**src/rtl/affine_matrix_transform_unit_defines.svh**
```systemverilog
// assertion macros for the affine matrix transform unit
`ifndef AFFINE_MATRIX_TRANSFORM_UNIT_DEFINES_SVH
`define AFFINE_MATRIX_TRANSFORM_UNIT_DEFINES_SVH
// implication checked every edge outside reset
`define AMT_ASSERT_IMP(lbl, a, c) \
  lbl: assert property (@(posedge clk) disable iff (!rst_n) (a) |-> (c)) \
    else $error("assertion failed");
// next-cycle implication outside reset
`define AMT_ASSERT_NXT(lbl, a, c) \
  lbl: assert property (@(posedge clk) disable iff (!rst_n) (a) |=> (c)) \
    else $error("assertion failed");
`endif

```
**src/rtl/amt_pkg.sv**
```systemverilog
// package for the affine matrix transform unit
package amt_pkg;
  localparam int FRAC_BITS_DEF = 16;
  localparam int WORD_BITS_DEF = 32;
  localparam int IO_BITS = 32;
  localparam int QUEUE_DEPTH = 2;

  typedef enum logic [1:0] {
    FN_WRITE     = 2'd0,
    FN_READ      = 2'd1,
    FN_COMPOSE   = 2'd2,
    FN_TRANSFORM = 2'd3
  } func_t;

  typedef struct packed {
    func_t             func;
    logic              bank;
    logic [3:0]        idx;
    logic [IO_BITS-1:0] elem_value;
    logic [IO_BITS-1:0] px;
    logic [IO_BITS-1:0] py;
    logic [IO_BITS-1:0] pz;
  } cmd_t;

  typedef struct packed {
    logic valid;
    logic stall;
  } hs_t;
endpackage

```
**src/rtl/amt_front.sv**
```systemverilog
// front end: input register and command queue
module amt_front (
  input  logic          clk,
  input  logic          rst_n,
  input  logic          in_valid,
  output logic          in_stall,
  input  amt_pkg::cmd_t in_cmd,
  output amt_pkg::cmd_t q_cmd,
  output amt_pkg::hs_t  q_hs,
  input  logic          q_take
);
  import amt_pkg::*;
  `include "affine_matrix_transform_unit_defines.svh"

  cmd_t       mem_r [QUEUE_DEPTH];
  logic       wp_r, wp_nxt, rp_r, rp_nxt;
  logic [1:0] cnt_r, cnt_nxt;
  logic       push, pop;

  assign in_stall = (cnt_r == 2'(QUEUE_DEPTH));
  assign push = in_valid && !in_stall;
  assign pop  = q_take && (cnt_r != 2'd0);
  assign q_cmd = mem_r[rp_r];
  assign q_hs.valid = (cnt_r != 2'd0);
  assign q_hs.stall = !q_take;

  always_comb begin
    wp_nxt  = push ? ~wp_r : wp_r;
    rp_nxt  = pop ? ~rp_r : rp_r;
    cnt_nxt = cnt_r + 2'(push) - 2'(pop);
  end

  always_ff @(posedge clk) begin
    if (!rst_n) begin
      wp_r <= 1'b0;
      rp_r <= 1'b0;
      cnt_r <= 2'd0;
    end else begin
      wp_r <= wp_nxt;
      rp_r <= rp_nxt;
      cnt_r <= cnt_nxt;
    end
  end

  always_ff @(posedge clk) begin
    if (push) mem_r[wp_r] <= in_cmd;
  end

  `AMT_ASSERT_IMP(a_cnt_range, 1'b1, cnt_r <= 2'(QUEUE_DEPTH))
  `AMT_ASSERT_NXT(a_push_only, push && !pop && cnt_r == 2'd0, cnt_r == 2'd1)
  `AMT_ASSERT_IMP(a_ptr_eq, cnt_r == 2'd0 || cnt_r == 2'(QUEUE_DEPTH), wp_r == rp_r)
endmodule

```
**config.mk**
```make
export PLATFORM = sky130hd
export DESIGN_NAME = amt_front
export DESIGN_NICKNAME = d
export VERILOG_FILES = /design/src/rtl/amt_pkg.sv /design/src/rtl/amt_front.sv
export VERILOG_INCLUDE_DIRS = /design/src /design/src/rtl
export SDC_FILE = /design/constraint.sdc
export NUM_CORES = 1
export LEC_CHECK = 0
export ABC_AREA = 0
export BUFFER_PORTS_ARGS = -buffer_cell sky130_fd_sc_hd__buf_2
export CAP_MARGIN = 10
export CORE_MARGIN = 2
export CORE_UTILIZATION = 30
export DETAILED_ROUTE_END_ITERATION = 7
export MAX_ROUTING_LAYER = met4
export PLACE_DENSITY = 0.55
export SLEW_MARGIN = 0
export SYNTH_ARGS = -nofsm -noshare
export SYNTH_HDL_FRONTEND = slang
export SYNTH_SLANG_ARGS = --single-unit
```
**constraint.sdc**
```tcl
create_clock -name clk -period 10 [get_ports clk]
set_input_delay 2 -clock clk [delete_from_list [all_inputs] [get_ports clk]]
set_output_delay 2 -clock clk [all_outputs]
set_load 0.02 [all_outputs]
```
==> metrics.md <==
| Metric | Value |
|---|---|
| Run status | finished clean |
| Pre-Repair DR Iteration Count | 4 |
| Share of layout cells above drive strength 1 | between 60% and 70% |
| Hold Vio Cnt, Final | 0 |
| Wire per inst | about 17 µm |
| Maximum operating frequency | 0.220 GHz |
| RSZ-0062 raised after global routing | no |
| Hold path start | rp_r$_SDFFE_PN0P_ |
| Yosys cell types | 19 |
| CTS max path bufs | 3 |
| CP max stage cell | buf_4 |
| Grt total ovfl | 0 |
| Dpl hpwl | 12800 µm |
| Final Cycle Share | around 45% |
| # Post-CTS Setup Buffers | 0 |
| NumNets Final | roughly 890 |
| Worst-skew pair later-pin latency | approximately 0.54 ns |
| Reg2reg start | cnt_r[0]$_SDFF_PN0_ |
| TritonCTS buffer count | 30 |
| Critical R2R Capture | mem_r[0][1]$_DFFE_PP_ |
| Non-Filler Instances | between 1000 and 1500 |
| Finish-stage setup viols | 0 |
| Fin Clk Skew | 0.0108 ns |
| Synth Instances | around 450 |
| Hold depth | 2 |
| Fill cells | a little over 3000 |
| Yosys top cell area share | 79.7% |
| Core area | about 33000 µm² |
| ANT nets after route | 0 |
| MaxCap Viol Count | 0 |
| R2r setup slk | ~7.6 ns |
| Clock slew seen by the registers of the worst setup and hold paths | about 0.050 ns |
| Vias in the first global route | 5360 |
| Residual DRC count | 0 |
| 1st-iter DRT viols | around 230 |
| Reg area | between 8000 and 9000 µm² |
| Slew @ Worst Pin | roughly 0.99 ns |
| Hold_buf cts | 0 |
| CP max stage delay | ~0.80 ns |
| Worst-path fanout max | 57 |
| Yosys warning count | 0 |
| Die Span X | approximately 190 µm |
| Initial Utilization | a little under a third |
| Largest net degree at the start of global routing | 62 |
| Final wirelength | 20200 µm |
| Max-slew violations | 0 |
| EDFF count, synth | 270 |
| Maximum vdd drop | about 0.00016 V |
| Avg Cell Area, Syn | ~23 µm² |
| Pwr dens | roughly 280 nW/µm² |
| Seq cells post-synth | between 200 and 300 |
| LEAKAGE | roughly 5 nW |
| First-pass GRT wire length | roughly 30000 µm |
| Primary FF master, synth | edfxtp_1 |
| TNS Setup | 0 ns |
| Worst setup path category | reg -> out |
| GRT Util Overall | 11.4% |
| Crit path cell chain | buf_4, mux2_2, buf_2 |
| Post-synth top area cell | edfxtp_1 |
| Worst reg2reg path depth | 4 |
| Clock Sinks | between 200 and 300 |
| Placed cell count | around 1200 |
| Post-Syn Area | about 10000 µm² |
| Crit path arrival time | about 2.5 ns |
| Multi-input gate area | between 1500 and 2000 µm² |
| Critical Path RT | 8.00 ns |
| HP Class | reg -> reg |
| Die height | approximately 190 µm |
| Buffers on Ports | 276 |
| CP delay by family, top | buffers and inverters |
| CTS tree | yes |
| Post-CTS sizing | 0 |
| Synthesized Nets | between 500 and 600 |
| FFs w/ async S/R, synth | 0% |
| Initial antenna violation count | 4 |
| Ports | roughly 280 |
| # rows | 67 |
| Vias | 5116 |
| Final min period | about 4.5 ns |
| Worst rel slew slack | 34.3% |
| Number of vias per cell | 4.19 |
| CP bufs+invs | 2 |
| Gpl congestion | about 0.7 |
| CTS Root Cell | clkbuf_16 |
| Die Area | between 30000 and 40000 µm² |
| Setup crit end kind | primary output |
| Htree depth | 1 |
| Area Overhead vs Synth | 27.8% |
| Post-synthesis sequential area ratio | ~81% |
| Type of origin of the critical path | flop |
| Dominant cells by area after synthesis | edfxtp_1, mux2_2, mux2_4 |
worst min-delay path, cell delays in order (launching register included):
cell,delay [ns]
dfxtp_1,0.32
xnor2_1,0.08
nor2_1,0.07
cells in the mapped netlist, types with 2 or more instances:
library cell	n
edfxtp_1	270
mux2_2	85
mux2_4	50
buf_2	8
buf_6	7
dfxtp_1	5
inv_1	4
nor2_1	4
and2_1	2
ha_1	2
nand2_1	2
nand2b_1	2
power by group:
part	internal (mW)	total [mW]	switching (mW)
Sequential	1.49	1.54	0.0523
Combinational	0.422	1.04	0.621
Clock	0.612	1.04	0.431
worst max-delay path by stage:
stage               startpoint  slack, ns               endpoint  cells past startpoint
floorplan             in_valid       1.67  mem_r[0][0]$_DFFE_PP_                      2
detailed placement      q_take       5.71                q_hs[0]                      3
CTS                       flop       5.36              q_cmd[12]                      3
finish                    flop       5.46               q_cmd[1]                      3
global placement        q_take       5.70                q_hs[0]                      3
global route              flop       5.31               q_cmd[1]                      3
metrics by stage:
stage               area (µm²)  total power, mW  hold WS [ns]  setup WS (ns)  utilization (%)
finish                   13000             3.63         0.508           5.46             38.9
floorplan                10200             2.33         0.455           1.67                -
CTS                      13000             3.70         0.512           5.36             38.9
global route             13000             3.81         0.559           5.31             38.9
detailed placement       12100             2.63         0.497           5.71             36.1
global placement         12100             2.63         0.494           5.70             36.1
registers in the layout, summed over array words and instances (netlist names), named ones only:
register and cells:
wp_r 1, rp_r 1, mem_r 270, cnt_r 2
layer usage:
layer  part of all wire [%]  vias up  wire [µm]  global-route usage [%]
li1                       -     2386          -                       -
met1                     42     2512       8580                    13.9
met2                     47      182       9560                    17.7
met3                    8.3       36       1680                    3.89
met4                    1.9        0        394                    3.51
met5                      0        -          0                       -
area by class of cell:
type | count | area share, %
Clock buffer | 35 | 6.08
Timing Repair Buffer | 282 | 11.0
Antenna cell | 4 | 0.0770
Multi-Input combinational cell | 154 | 14.2
Tap cell | 448 | 4.31
Inverter | 4 | 0.115
Clock inverter | 20 | 1.12
Sequential cell | 275 | 63.1
cell usage in the layout, fill, tap and decap left out, types with 2 or more instances in the layout:
master,Yosys,layout
bufinv_16,0,2
edfxtp_1,270,270
clkbuf_16,0,31
buf_4,0,6
mux2_4,50,50
clkinv_2,0,7
dfxtp_1,5,4
and2_1,2,2
buf_2,8,276
nor2_1,4,3
ha_1,2,2
diode_2,0,4
mux2_2,85,85
nand2b_1,2,2
inv_1,4,4
nand2_1,2,2
clkbuf_1,0,4
clkinv_1,0,9
kinds of logic after synthesis:
kind of cell             synth area share (%)
flip-flops                               80.7
multiplexers                             16.9
buffers and inverters                    1.32
AND/OR/NAND/NOR                         0.639
XOR/XNOR                                0.172
adder cells (fa/ha/maj)                 0.246
AO/OA/AOI/OAI                          0.0738
Note: power is estimated with default switching activity, not from simulation.
